==> src/bfp_pkg.sv <==
// Shared types and constants for the 24-bit word bit-field packer.
// Used by every module under src; depends on nothing.
package bfp_pkg;

  localparam int WORD_BITS = 24;
  localparam int WIDTH_W   = 5;
  localparam int CAP_W     = 11;
  localparam int QDEPTH    = 4;

  localparam logic [WIDTH_W-1:0]   WORD_BITS_W = WIDTH_W'(WORD_BITS);
  localparam logic [WORD_BITS-1:0] WORD_ONES   = {WORD_BITS{1'b1}};
  localparam logic [CAP_W-1:0]     CAP_RESET   = 11'd1024;

  localparam logic CMD_APPEND      = 1'b0;
  localparam logic CMD_FLUSH       = 1'b1;
  localparam logic STATUS_OK       = 1'b0;
  localparam logic STATUS_NO_SPACE = 1'b1;

  typedef struct packed {
    logic                 command;
    logic [WIDTH_W-1:0]   field_width;
    logic [WORD_BITS-1:0] field_value;
  } bfp_in_t;

  typedef struct packed {
    logic [WORD_BITS-1:0] packed_word;
    logic                 status;
  } bfp_out_t;

  typedef enum logic [1:0] {
    OP_APPEND,
    OP_FLUSH,
    OP_NOP
  } bfp_op_t;

  // Classified item as it waits in the queue
  typedef struct packed {
    bfp_op_t              op;
    logic [WIDTH_W-1:0]   width;
    logic [WORD_BITS-1:0] value;
  } bfp_qent_t;

  // Queue head as seen by the back end
  typedef struct packed {
    logic      valid;
    bfp_qent_t ent;
  } bfp_qhead_t;

endpackage

==> src/bit_field_packer_24bit_words_top.sv <==
// An accepted item is written into the queue; its result is registered in the
// output register as it leaves. Throughput: one item per cycle while the queue
// has room; the four-entry queue keeps accepting while the output register
// waits on out_ready. Items with no result still pass the queue and packing stage.
// Reset (synchronous, rst_n low): empty partial word, zero word count, not
// full, capacity 1024, queue and output empty.
module bit_field_packer_24bit_words_top #(
  parameter int MAX_WORDS = 1024
) (
  input  logic                      clk,
  input  logic                      rst_n,
  input  logic                      in_valid,
  output logic                      in_ready,
  input  bfp_pkg::bfp_in_t          in_item,
  output logic                      out_valid,
  input  logic                      out_ready,
  output bfp_pkg::bfp_out_t         out_item,
  input  logic                      cfg_valid,
  output logic                      cfg_ready,
  input  logic [bfp_pkg::CAP_W-1:0] cfg_capacity_words
);
  import bfp_pkg::*;

  bfp_qent_t  front_ent;
  bfp_qhead_t q_head;
  logic       q_pop;

  assign cfg_ready = 1'b1;

  bfp_front u_front (
    .in_item (in_item),
    .ent     (front_ent)
  );

  bfp_queue u_queue (
    .clk        (clk),
    .rst_n      (rst_n),
    .push_valid (in_valid),
    .push_ready (in_ready),
    .push_ent   (front_ent),
    .head       (q_head),
    .pop        (q_pop)
  );

  bfp_back #(
    .MAX_WORDS (MAX_WORDS)
  ) u_back (
    .clk                (clk),
    .rst_n              (rst_n),
    .cfg_valid          (cfg_valid),
    .cfg_capacity_words (cfg_capacity_words),
    .head               (q_head),
    .pop                (q_pop),
    .out_valid          (out_valid),
    .out_ready          (out_ready),
    .out_item           (out_item)
  );

endmodule

==> src/bfp_front.sv <==
// Front end: classifies an incoming item into a queue entry.
// Saturates the width, masks the value. Depends on bfp_pkg.
module bfp_front (
  input  bfp_pkg::bfp_in_t   in_item,
  output bfp_pkg::bfp_qent_t ent
);
  import bfp_pkg::*;

  logic [WIDTH_W-1:0] width_sat;

  always_comb begin
    width_sat = in_item.field_width;
    if (in_item.field_width inside {[WORD_BITS + 1 : (1 << WIDTH_W) - 1]}) begin
      width_sat = WORD_BITS_W;
    end

    ent.width = width_sat;
    ent.value = in_item.field_value & ~(WORD_ONES << width_sat);
    case (in_item.command)
      CMD_APPEND: begin
        ent.op = (width_sat == '0) ? OP_NOP : OP_APPEND;
      end
      CMD_FLUSH: begin
        ent.op    = OP_FLUSH;
        ent.value = '0;
      end
      default: begin
        ent.op = OP_NOP;
      end
    endcase
  end

endmodule

==> src/bfp_queue.sv <==
// Short queue between front and back ends.
// Register-based, push and pop in the same cycle. Depends on bfp_pkg.
module bfp_queue (
  input  logic                clk,
  input  logic                rst_n,
  input  logic                push_valid,
  output logic                push_ready,
  input  bfp_pkg::bfp_qent_t  push_ent,
  output bfp_pkg::bfp_qhead_t head,
  input  logic                pop
);
  import bfp_pkg::*;

  localparam int PTR_W = $clog2(QDEPTH);
  localparam int CNT_W = $clog2(QDEPTH + 1);
  localparam logic [CNT_W-1:0] DEPTH_C = CNT_W'(QDEPTH);

  bfp_qent_t         mem_r [QDEPTH];
  logic [PTR_W-1:0]  wr_ptr_r, wr_ptr_nxt;
  logic [PTR_W-1:0]  rd_ptr_r, rd_ptr_nxt;
  logic [CNT_W-1:0]  count_r, count_nxt;
  logic              do_push, do_pop;

  assign push_ready = (count_r != DEPTH_C);
  assign do_push    = push_valid && push_ready;
  assign do_pop     = pop && (count_r != '0);

  assign head.valid = (count_r != '0);
  assign head.ent   = mem_r[rd_ptr_r];

  always_comb begin
    wr_ptr_nxt = do_push ? wr_ptr_r + 1'b1 : wr_ptr_r;
    rd_ptr_nxt = do_pop  ? rd_ptr_r + 1'b1 : rd_ptr_r;
    count_nxt  = count_r;
    if (do_push && !do_pop) begin
      count_nxt = count_r + 1'b1;
    end else if (do_pop && !do_push) begin
      count_nxt = count_r - 1'b1;
    end
  end

  always_ff @(posedge clk) begin
    if (!rst_n) begin
      wr_ptr_r <= '0;
      rd_ptr_r <= '0;
      count_r  <= '0;
    end else begin
      wr_ptr_r <= wr_ptr_nxt;
      rd_ptr_r <= rd_ptr_nxt;
      count_r  <= count_nxt;
    end
  end

  always_ff @(posedge clk) begin
    if (do_push) begin
      mem_r[wr_ptr_r] <= push_ent;
    end
  end

endmodule

==> src/bfp_back.sv <==
// Back end: packing state, capacity check and output register.
// Takes one queue entry per cycle unless a result waits on out_ready. Depends on bfp_pkg.
module bfp_back #(
  parameter int MAX_WORDS = 1024
) (
  input  logic                    clk,
  input  logic                    rst_n,
  input  logic                    cfg_valid,
  input  logic [bfp_pkg::CAP_W-1:0] cfg_capacity_words,
  input  bfp_pkg::bfp_qhead_t     head,
  output logic                    pop,
  output logic                    out_valid,
  input  logic                    out_ready,
  output bfp_pkg::bfp_out_t       out_item
);
  import bfp_pkg::*;

  localparam int WCNT_W = $clog2(MAX_WORDS + 1);
  localparam int CMP_W  = (WCNT_W > CAP_W) ? WCNT_W : CAP_W;
  localparam logic [CMP_W-1:0] MAX_CMP = CMP_W'(MAX_WORDS);

  logic [CAP_W-1:0]     capacity_r;
  logic [WORD_BITS-1:0] partial_r, partial_nxt;
  logic [WIDTH_W-1:0]   fill_r, fill_nxt;
  logic [WCNT_W-1:0]    words_r, words_nxt;
  logic                 full_r, full_nxt;
  logic                 out_valid_r, out_valid_nxt;
  bfp_out_t             out_item_r, out_item_nxt;

  logic [WIDTH_W-1:0]   eff_width, take, rem;
  logic [WIDTH_W:0]     total;
  logic [CMP_W-1:0]     cap_ext, eff_cap;
  logic                 has_space, step;

  assign out_valid = out_valid_r;
  assign out_item  = out_item_r;
  assign step      = head.valid && (!out_valid_r || out_ready);
  assign pop       = step;

  always_comb begin
    cap_ext   = CMP_W'(capacity_r);
    eff_cap   = (cap_ext > MAX_CMP) ? MAX_CMP : cap_ext;
    has_space = CMP_W'(words_r) < eff_cap;

    // Flush appends zeros up to the word boundary
    eff_width = (head.ent.op == OP_FLUSH) ? WORD_BITS_W - fill_r : head.ent.width;
    total     = {1'b0, fill_r} + {1'b0, eff_width};
    take      = WORD_BITS_W - fill_r;
    rem       = WIDTH_W'(total - (WIDTH_W + 1)'(WORD_BITS));

    partial_nxt   = partial_r;
    fill_nxt      = fill_r;
    words_nxt     = words_r;
    full_nxt      = full_r;
    out_item_nxt  = out_item_r;
    out_valid_nxt = out_valid_r && !out_ready;

    if (step) begin
      if (full_r) begin
        out_valid_nxt            = 1'b1;
        out_item_nxt.packed_word = '0;
        out_item_nxt.status      = STATUS_NO_SPACE;
      end else if (head.ent.op == OP_NOP) begin
        // drop
      end else if (head.ent.op == OP_FLUSH && fill_r == '0) begin
        // empty flush: drop
      end else if (total < (WIDTH_W + 1)'(WORD_BITS)) begin
        partial_nxt = (partial_r << eff_width) | head.ent.value;
        fill_nxt    = total[WIDTH_W-1:0];
      end else if (!has_space) begin
        full_nxt                 = 1'b1;
        out_valid_nxt            = 1'b1;
        out_item_nxt.packed_word = '0;
        out_item_nxt.status      = STATUS_NO_SPACE;
      end else begin
        out_valid_nxt            = 1'b1;
        out_item_nxt.packed_word = (partial_r << take) | (head.ent.value >> rem);
        out_item_nxt.status      = STATUS_OK;
        words_nxt                = words_r + 1'b1;
        partial_nxt              = head.ent.value & ~(WORD_ONES << rem);
        fill_nxt                 = rem;
      end
    end
  end

  always_ff @(posedge clk) begin
    if (!rst_n) begin
      capacity_r  <= CAP_RESET;
      partial_r   <= '0;
      fill_r      <= '0;
      words_r     <= '0;
      full_r      <= 1'b0;
      out_valid_r <= 1'b0;
    end else begin
      if (cfg_valid) begin
        capacity_r <= cfg_capacity_words;
      end
      partial_r   <= partial_nxt;
      fill_r      <= fill_nxt;
      words_r     <= words_nxt;
      full_r      <= full_nxt;
      out_valid_r <= out_valid_nxt;
    end
  end

  always_ff @(posedge clk) begin
    out_item_r <= out_item_nxt;
  end

`ifndef ASSERT_OFF
  a_fill_below_word: assert property (@(posedge clk) disable iff (!rst_n)
    fill_r < WORD_BITS_W)
    else $error("fill count reached a full word");

  a_full_sticky: assert property (@(posedge clk) disable iff (!rst_n)
    full_r |=> full_r)
    else $error("full flag cleared without reset");

  a_words_bounded: assert property (@(posedge clk) disable iff (!rst_n)
    CMP_W'(words_r) <= MAX_CMP)
    else $error("word count exceeds buffer size");

  a_full_reports: assert property (@(posedge clk) disable iff (!rst_n)
    $rose(full_r) |-> out_valid_r && out_item_r.status == STATUS_NO_SPACE)
    else $error("full flag set without a no-space result");

  a_no_space_zero: assert property (@(posedge clk) disable iff (!rst_n)
    out_valid_r && out_item_r.status == STATUS_NO_SPACE |-> out_item_r.packed_word == '0)
    else $error("no-space result carries a nonzero word");
`endif

endmodule

==> config.mk <==
export PLATFORM = sky130hd
export DESIGN_NAME = bit_field_packer_24bit_words_top
export DESIGN_NICKNAME = d
export VERILOG_FILES = /design/src/bfp_pkg.sv /design/src/bit_field_packer_24bit_words_top.sv /design/src/bfp_front.sv /design/src/bfp_queue.sv /design/src/bfp_back.sv
export SDC_FILE = /design/constraint.sdc
export NUM_CORES = 1
export LEC_CHECK = 0
export ABC_CLOCK_PERIOD_IN_PS = 6900
export BUFFER_PORTS_ARGS = -buffer_cell sky130_fd_sc_hd__clkbuf_2
export CAP_MARGIN = 20
export CORE_MARGIN = 2
export CORE_UTILIZATION = 62
export CTS_CLUSTER_SIZE = 8
export DETAILED_ROUTE_END_ITERATION = 8
export HOLD_SLACK_MARGIN = 0.08
export PLACE_DENSITY_LB_ADDON = 0.3
export SKIP_LAST_GASP = 1
export SYNTH_ARGS = -nofsm -noshare
export SYNTH_HDL_FRONTEND = slang
export SYNTH_SLANG_ARGS = --single-unit
==> constraint.sdc <==
create_clock -name clk -period 6.9 [get_ports clk]
set_input_delay 1.38 -clock clk [delete_from_list [all_inputs] [get_ports clk]]
set_output_delay 1.38 -clock clk [all_outputs]
set_load 0.005 [all_outputs]
==> results.py, run 1 <==
metrics = {
    "worst_setup_path": {
        "cp-start-kind": "register",
        "crit_slowest_cell": "o41ai_1",
        "cp.depth": 14,
        "r2r_slack_ns": 1.56,
        "r2r_end": "u_back.partial_r[4]$_SDFFE_PN0P_",
        "r2r_cells": 14,
        "cp_top_family": "compound AO/OA/AOI/OAI gates",
        "criticalPathCategory": "reg -> reg",
        "cp-end-kind": "register",
        "worstPathArrival_ns": 5.80,
        "path_buf_inv": 3,
        "path_max_fanout": 45,
        "cp.required_ns": 7.36,
        "cp_slowest_stage_delay_ns": 0.62,
        "cp_cell_sequence": "mux4_2 -> nor2b_4 -> mux2_2 -> inv_2 -> fa_1 -> inv_1 -> a21o_1 -> a21oi_1 -> xnor2_1 -> ha_1 -> buf_4 -> o41ai_1 -> o21ai_0 -> o21a_1",
        "crit_end": "u_back.partial_r[4]$_SDFFE_PN0P_",
    },
    "worst_hold_path": {
        "worst_hold_path_type": "reg -> reg",
        "hold_depth": 2,
    },
    "floorplan": {
        "ioPinCount": 74,
        "die_x_um": 145.9,
        "core-area_um2": 19590,
        "die_area_um2": 21300,
        "start_util": 0.6377,
        "die_h_um": 145.9,
        "fp-row-count": 51,
    },
    "logic_synthesis": {
        "synthArstFlopShare": 0,
        "ys_warn_count": 0,
        "synth.distinct_cells": 74,
        "synth_edf_count": 149,
        "synth_flop_cell": "edfxtp_1",
        "ys_seq_area_frac": 0.4575,
        "syn_nets": 1264,
        "syn_area_per_cell_um2": 10.49,
        "mappedNetlistArea_um2": 12490,
        "synth_seq_cells": 211,
        "syn_inst": 1191,
    },
    "timing": {
        "setup_tns_ns": 0,
        "post-route-min-period_ns": 5.337,
        "relSlewSlack": 0.2758,
        "finalHoldViolCount": 0,
        "rsz0062_at_grt": "no",
        "worst_pin_slew_ns": 1.079,
        "setup_violations": 0,
        "max_freq_mhz": 187.4,
        "skew_ns": 0.02139,
        "final_max_slew_viol_count": 0,
        "post-route-period-util": 0.7735,
    },
    "clock_tree": {
        "cts_resized": 0,
        "ctsHoldBuffers": 0,
        "clk_pin_slew_ns": 0.06,
        "numCtsBuffers": 30,
        "clock_latency_ns": 0.56,
        "post_cts_buffers": 0,
        "cts_max_path_buffers": 3,
        "cts_tree": "built",
        "clock_sinks": 211,
        "root_buffer": "clkbuf_16",
        "htreeDepth": 1,
    },
    "detailed_routing": {
        "route.detailed.drc": 0,
        "drtIter0Drc": 1069,
        "viasPerCell": 6.652,
        "vias": 10137,
        "wl_um": 35570,
        "firstDrtPassIters": 8,
        "ant_nets": 0,
        "wl_per_cell_um": 23.34,
    },
    "grt": {
        "track_usage": 0.3318,
        "antenna_found_initial": 0,
        "grt_pass1_vias": 9659,
        "grt_max_degree": 46,
        "grt_overflow": 0,
        "grt_pass1_wl_um": 55140,
    },
    "final_layout": {
        "layout_commonest_cell": "edfxtp_1",
        "fin_nets": 1309,
        "fillers": 1405,
        "syn2layout_area_growth_pct": 11.72,
        "final_cell_area_um2": 13960,
        "diodes": 0,
        "drive_above_1_share": 0.1700,
        "layout_common_cells": "149 x edfxtp_1, 137 x nand2_1, 123 x nor2_1, 102 x mux2i_1, 79 x a21oi_1",
    },
    "job": {
        "drv_cap": 0,
    },
    "placement": {
        "place_area_um2": 13030,
        "place.gp.congestion": 0.9851,
        "io_buffers": 72,
        "post-dp-hpwl_um": 24780,
    },
    "outcome": {
        "status": "finished, final reports clean",
    },
}
## Yosys cell counts (all sizes together), types with 18 or more instances
library cell  number  area, um2
mux2i            102       1021
edfxtp           149       4474
nand2            137      514.2
inv               29      108.9
clkbuf            61      229.0
ha                25      312.8
dfxtp             62       1241
nor2             123      461.7
nor3              19      106.4
a21oi             80      404.1
mux4              41      923.4
mux2              26      292.8
o211ai            18      135.1
buf               24      120.1
o21ai             51      255.2
## worst min path at each step
stage | endpoint | start | slack, ns
floorplan | u_back.cap_ext[0]$_SDFFE_PN0P_ | u_back.cap_ext[0]$_SDFFE_PN0P_ | 0.45
CTS | u_back.cap_ext[0]$_SDFFE_PN0P_ | u_back.cap_ext[0]$_SDFFE_PN0P_ | 0.49
global route | u_back.words_r[10]$_SDFFE_PN0P_ | u_back.words_r[10]$_SDFFE_PN0P_ | 0.53
global placement | u_back.cap_ext[9]$_SDFFE_PN0P_ | u_back.cap_ext[9]$_SDFFE_PN0P_ | 0.48
detailed placement | u_back.cap_ext[0]$_SDFFE_PN0P_ | u_back.cap_ext[0]$_SDFFE_PN0P_ | 0.48
finish | u_back.cap_ext[0]$_SDFFE_PN0P_ | u_back.cap_ext[0]$_SDFFE_PN0P_ | 0.49
## area by class of cell
| cell class | instances | area [um2] | share of cell area |
|---|---|---|---|
| clock inverters | 2 | 35.03 | 0.002510 |
| flip-flops and latches | 211 | 5717 | 0.4096 |
| repair buffers | 98 | 583.1 | 0.04178 |
| multi-input cells | 864 | 6326 | 0.4533 |
| well taps | 265 | 331.6 | 0.02376 |
| inverters | 31 | 116.4 | 0.008338 |
| clock buffers | 53 | 847.1 | 0.06070 |
## cells by family after synthesis
logic type	share of synthesized area
other	0.0003002
adder cells (fa/ha/maj)	0.02825
flip-flops	0.4575
XOR/XNOR	0.01402
multiplexers	0.1791
AO/OA/AOI/OAI	0.1568
buffers and inverters	0.03726
AND/OR/NAND/NOR	0.1268
## sequential cells by signal, summed over array words and instances, names as in the netlist, 2 cells and up, named ones only
name,flops
u_back.words_r,11
u_back.cap_ext,11
u_queue.mem_r,124
u_queue.count_r,3
u_back.fill_r,5
u_queue.rd_ptr_r,2
u_queue.wr_ptr_r,2
u_back.partial_r,24
u_back.out_item,25
## metal layers
| layer | share of wire | vias to the layer above | wire length (um) | GRT usage |
|---|---|---|---|---|
| met1 | 0.40 | 4847 | 14160 | 0.4501 |
| met2 | 0.47 | 565 | 16600 | 0.5309 |
| met4 | 0.055 | 0 | 1965 | 0.1578 |
| li1 | - | 4591 | - | - |
| met3 | 0.080 | 134 | 2841 | 0.04765 |
| met5 | 0 | - | 0 | 0 |
## through the flow
step,hold WS [ns],std cells,util,setup slack (ns)
CTS,0.4942,1522,0.7102,1.501
global placement,0.4756,1467,0.6652,1.576
floorplan,0.4523,1191,-,1.948
finish,0.4902,1524,0.7124,1.563
detailed placement,0.4821,1467,0.6652,1.545
global route,0.5257,1524,0.7124,1.084
## worst register-to-register path, cell delays in order (launching register included)
cell	delay [ns]
dfxtp_2	0.52
mux4_2	0.61
nor2b_4	0.32
mux2_2	0.53
inv_2	0.29
fa_1	0.53
inv_1	0.09
a21o_1	0.11
a21oi_1	0.07
xnor2_1	0.42
ha_1	0.35
buf_4	0.28
o41ai_1	0.63
o21ai_0	0.25
o21a_1	0.22
Power of run 1 is left out: the tool's default activity adds up to more than one toggle a clock period on the data nets, which glitch-free logic cannot reach.
==> run 2, diff against run 1 <==
--- a/config.mk
+++ b/config.mk
@@ -5,7 +5,7 @@
 export SDC_FILE = /design/constraint.sdc
 export NUM_CORES = 1
 export LEC_CHECK = 0
-export ABC_CLOCK_PERIOD_IN_PS = 6900
+export ABC_CLOCK_PERIOD_IN_PS = 5560
 export BUFFER_PORTS_ARGS = -buffer_cell sky130_fd_sc_hd__clkbuf_2
 export CAP_MARGIN = 20
 export CORE_MARGIN = 2
==> constraint.sdc (replaced) <==
create_clock -name clk -period 5.56 [get_ports clk]
set_input_delay 1.112 -clock clk [delete_from_list [all_inputs] [get_ports clk]]
set_output_delay 1.112 -clock clk [all_outputs]
set_load 0.005 [all_outputs]
==> results.py, run 2 (synthesized netlist as in run 1, its figures left out) <==
metrics = {
    "outcome": {
        "status": "finished, final reports clean",
    },
    "timing": {
        "skew_ns": 0.02170,
        "finalHoldViolCount": 0,
        "post-route-period-util": 0.8723,
        "post-route-min-period_ns": 4.850,
        "worst_pin_slew_ns": 1.056,
        "rsz0062_at_grt": "no",
        "relSlewSlack": 0.2911,
        "setup_tns_ns": 0,
        "final_max_slew_viol_count": 0,
        "setup_violations": 0,
        "max_freq_mhz": 206.2,
    },
    "final_layout": {
        "top_register": "u_queue.mem_r",
        "diodes": 0,
        "largest_reg_flops": 124,
        "final_cell_area_um2": 13980,
        "drive_above_1_share": 0.1747,
        "syn2layout_area_growth_pct": 11.92,
        "layout_commonest_cell": "edfxtp_1",
        "layout_common_cells": "149 x edfxtp_1, 137 x nand2_1, 123 x nor2_1, 102 x mux2i_1, 79 x a21oi_1",
        "fillers": 1423,
        "fin_nets": 1316,
    },
    "worst_setup_path": {
        "r2r_cells": 14,
        "cp-start-kind": "register",
        "criticalPathCategory": "reg -> reg",
        "cp.required_ns": 5.99,
        "path_max_fanout": 33,
        "cp-end-kind": "register",
        "worstPathArrival_ns": 5.29,
        "r2r_slack_ns": 0.71,
        "r2r_end": "u_back.partial_r[15]$_SDFFE_PN0P_",
    },
    "clock_tree": {
        "cts_resized": 0,
        "post_cts_buffers": 0,
        "clock_sinks": 211,
        "clock_latency_ns": 0.55,
        "numCtsBuffers": 30,
        "htreeDepth": 1,
        "cts_max_path_buffers": 3,
        "clk_pin_slew_ns": 0.05,
        "cts_tree": "built",
        "ctsHoldBuffers": 0,
        "root_buffer": "clkbuf_16",
    },
    "floorplan": {
        "fp-row-count": 51,
        "die_area_um2": 21300,
        "die_x_um": 145.9,
        "core-area_um2": 19590,
        "ioPinCount": 74,
        "die_h_um": 145.9,
        "start_util": 0.6377,
    },
    "worst_hold_path": {
        "worst_hold_path_type": "reg -> reg",
        "hold_depth": 2,
        "min_from": "u_back.cap_ext[3]$_SDFFE_PN0P_",
        "min_to": "u_back.cap_ext[3]$_SDFFE_PN0P_",
    },
    "detailed_routing": {
        "viasPerCell": 6.629,
        "wl_per_cell_um": 22.94,
        "vias": 10142,
        "wl_um": 35100,
        "firstDrtPassIters": 5,
        "drtIter0Drc": 1169,
        "ant_nets": 0,
        "route.detailed.drc": 0,
    },
    "grt": {
        "grt_overflow": 0,
        "grt_max_degree": 46,
        "track_usage": 0.3265,
        "grt_pass1_vias": 9693,
        "grt_pass1_wl_um": 54500,
        "antenna_found_initial": 0,
    },
    "placement": {
        "place.gp.congestion": 1.031,
        "io_buffers": 72,
        "place_area_um2": 13100,
        "post-dp-hpwl_um": 25040,
    },
    "job": {
        "drv_cap": 0,
    },
}
[run 2: changes by cell type in the layout (fill, tap and decap cells not counted), sizes merged]
| cell | before | now |
|---|---|---|
| clkinv | 4 | 2 |
| buf | 26 | 33 |
| clkbuf | 125 | 126 |
[run 2: through the flow]
step	hold slack [ns]	instances	utilization	worst slack [ns]
6_report	0.4957	1530	0.7137	0.7099
3_3_place_gp	0.4748	1476	0.6686	0.8767
2_1_floorplan	0.4523	1191	-	0.6083
3_5_place_dp	0.4864	1476	0.6686	0.8274
5_1_grt	0.5237	1530	0.7137	0.4832
4_1_cts	0.4997	1530	0.7137	0.7864
[run 2: area by class of cell]
type                       count  area (um2)  area share
multi-input combinational    864        6326      0.4525
sequential                   211        5717      0.4089
clock buffer                  54       882.1     0.06309
timing repair buffer         105       608.1     0.04349
tap                          265       331.6     0.02372
inverter                      31       116.4    0.008323
[run 2: worst max-delay path by stage]
stage          startpoint                                end  slack [ns]  cells past startpoint
6_report         register  u_back.partial_r[15]$_SDFFE_PN0P_        0.71                     14
5_1_grt          register  u_back.partial_r[14]$_SDFFE_PN0P_        0.48                     14
4_1_cts          register  u_back.partial_r[15]$_SDFFE_PN0P_        0.79                     14
3_5_place_dp     register  u_back.partial_r[12]$_SDFFE_PN0P_        0.83                     14
3_3_place_gp     register  u_back.partial_r[14]$_SDFFE_PN0P_        0.88                     14
2_1_floorplan    register   u_back.out_item[5]$_SDFFCE_PP0P_        0.61                     18
[run 2: critical path, cell delays in order (launching register included)]
cell and delay [ns]:
dfxtp_2 0.37, mux4_2 0.56, nor2b_4 0.31, mux2_2 0.52, inv_2 0.08, fa_1 0.47
inv_1 0.09, a21o_1 0.11, a21oi_1 0.07, xnor2_1 0.45, a21o_1 0.22, buf_4 0.35
a21o_1 0.60, nor3_1 0.23, a32o_1 0.27
[run 2: routing by layer]
layer  GRT usage  share of wire  vias up  wire (um)
li1            -              -     4611          -
met1      0.4423           0.40     4844      14030
met2      0.5318           0.47      580      16550
met3     0.05047          0.087      107       3058
met4      0.1314          0.042        0       1463
met5           0              0        -          0
Power of run 2 is left out for the same reason.
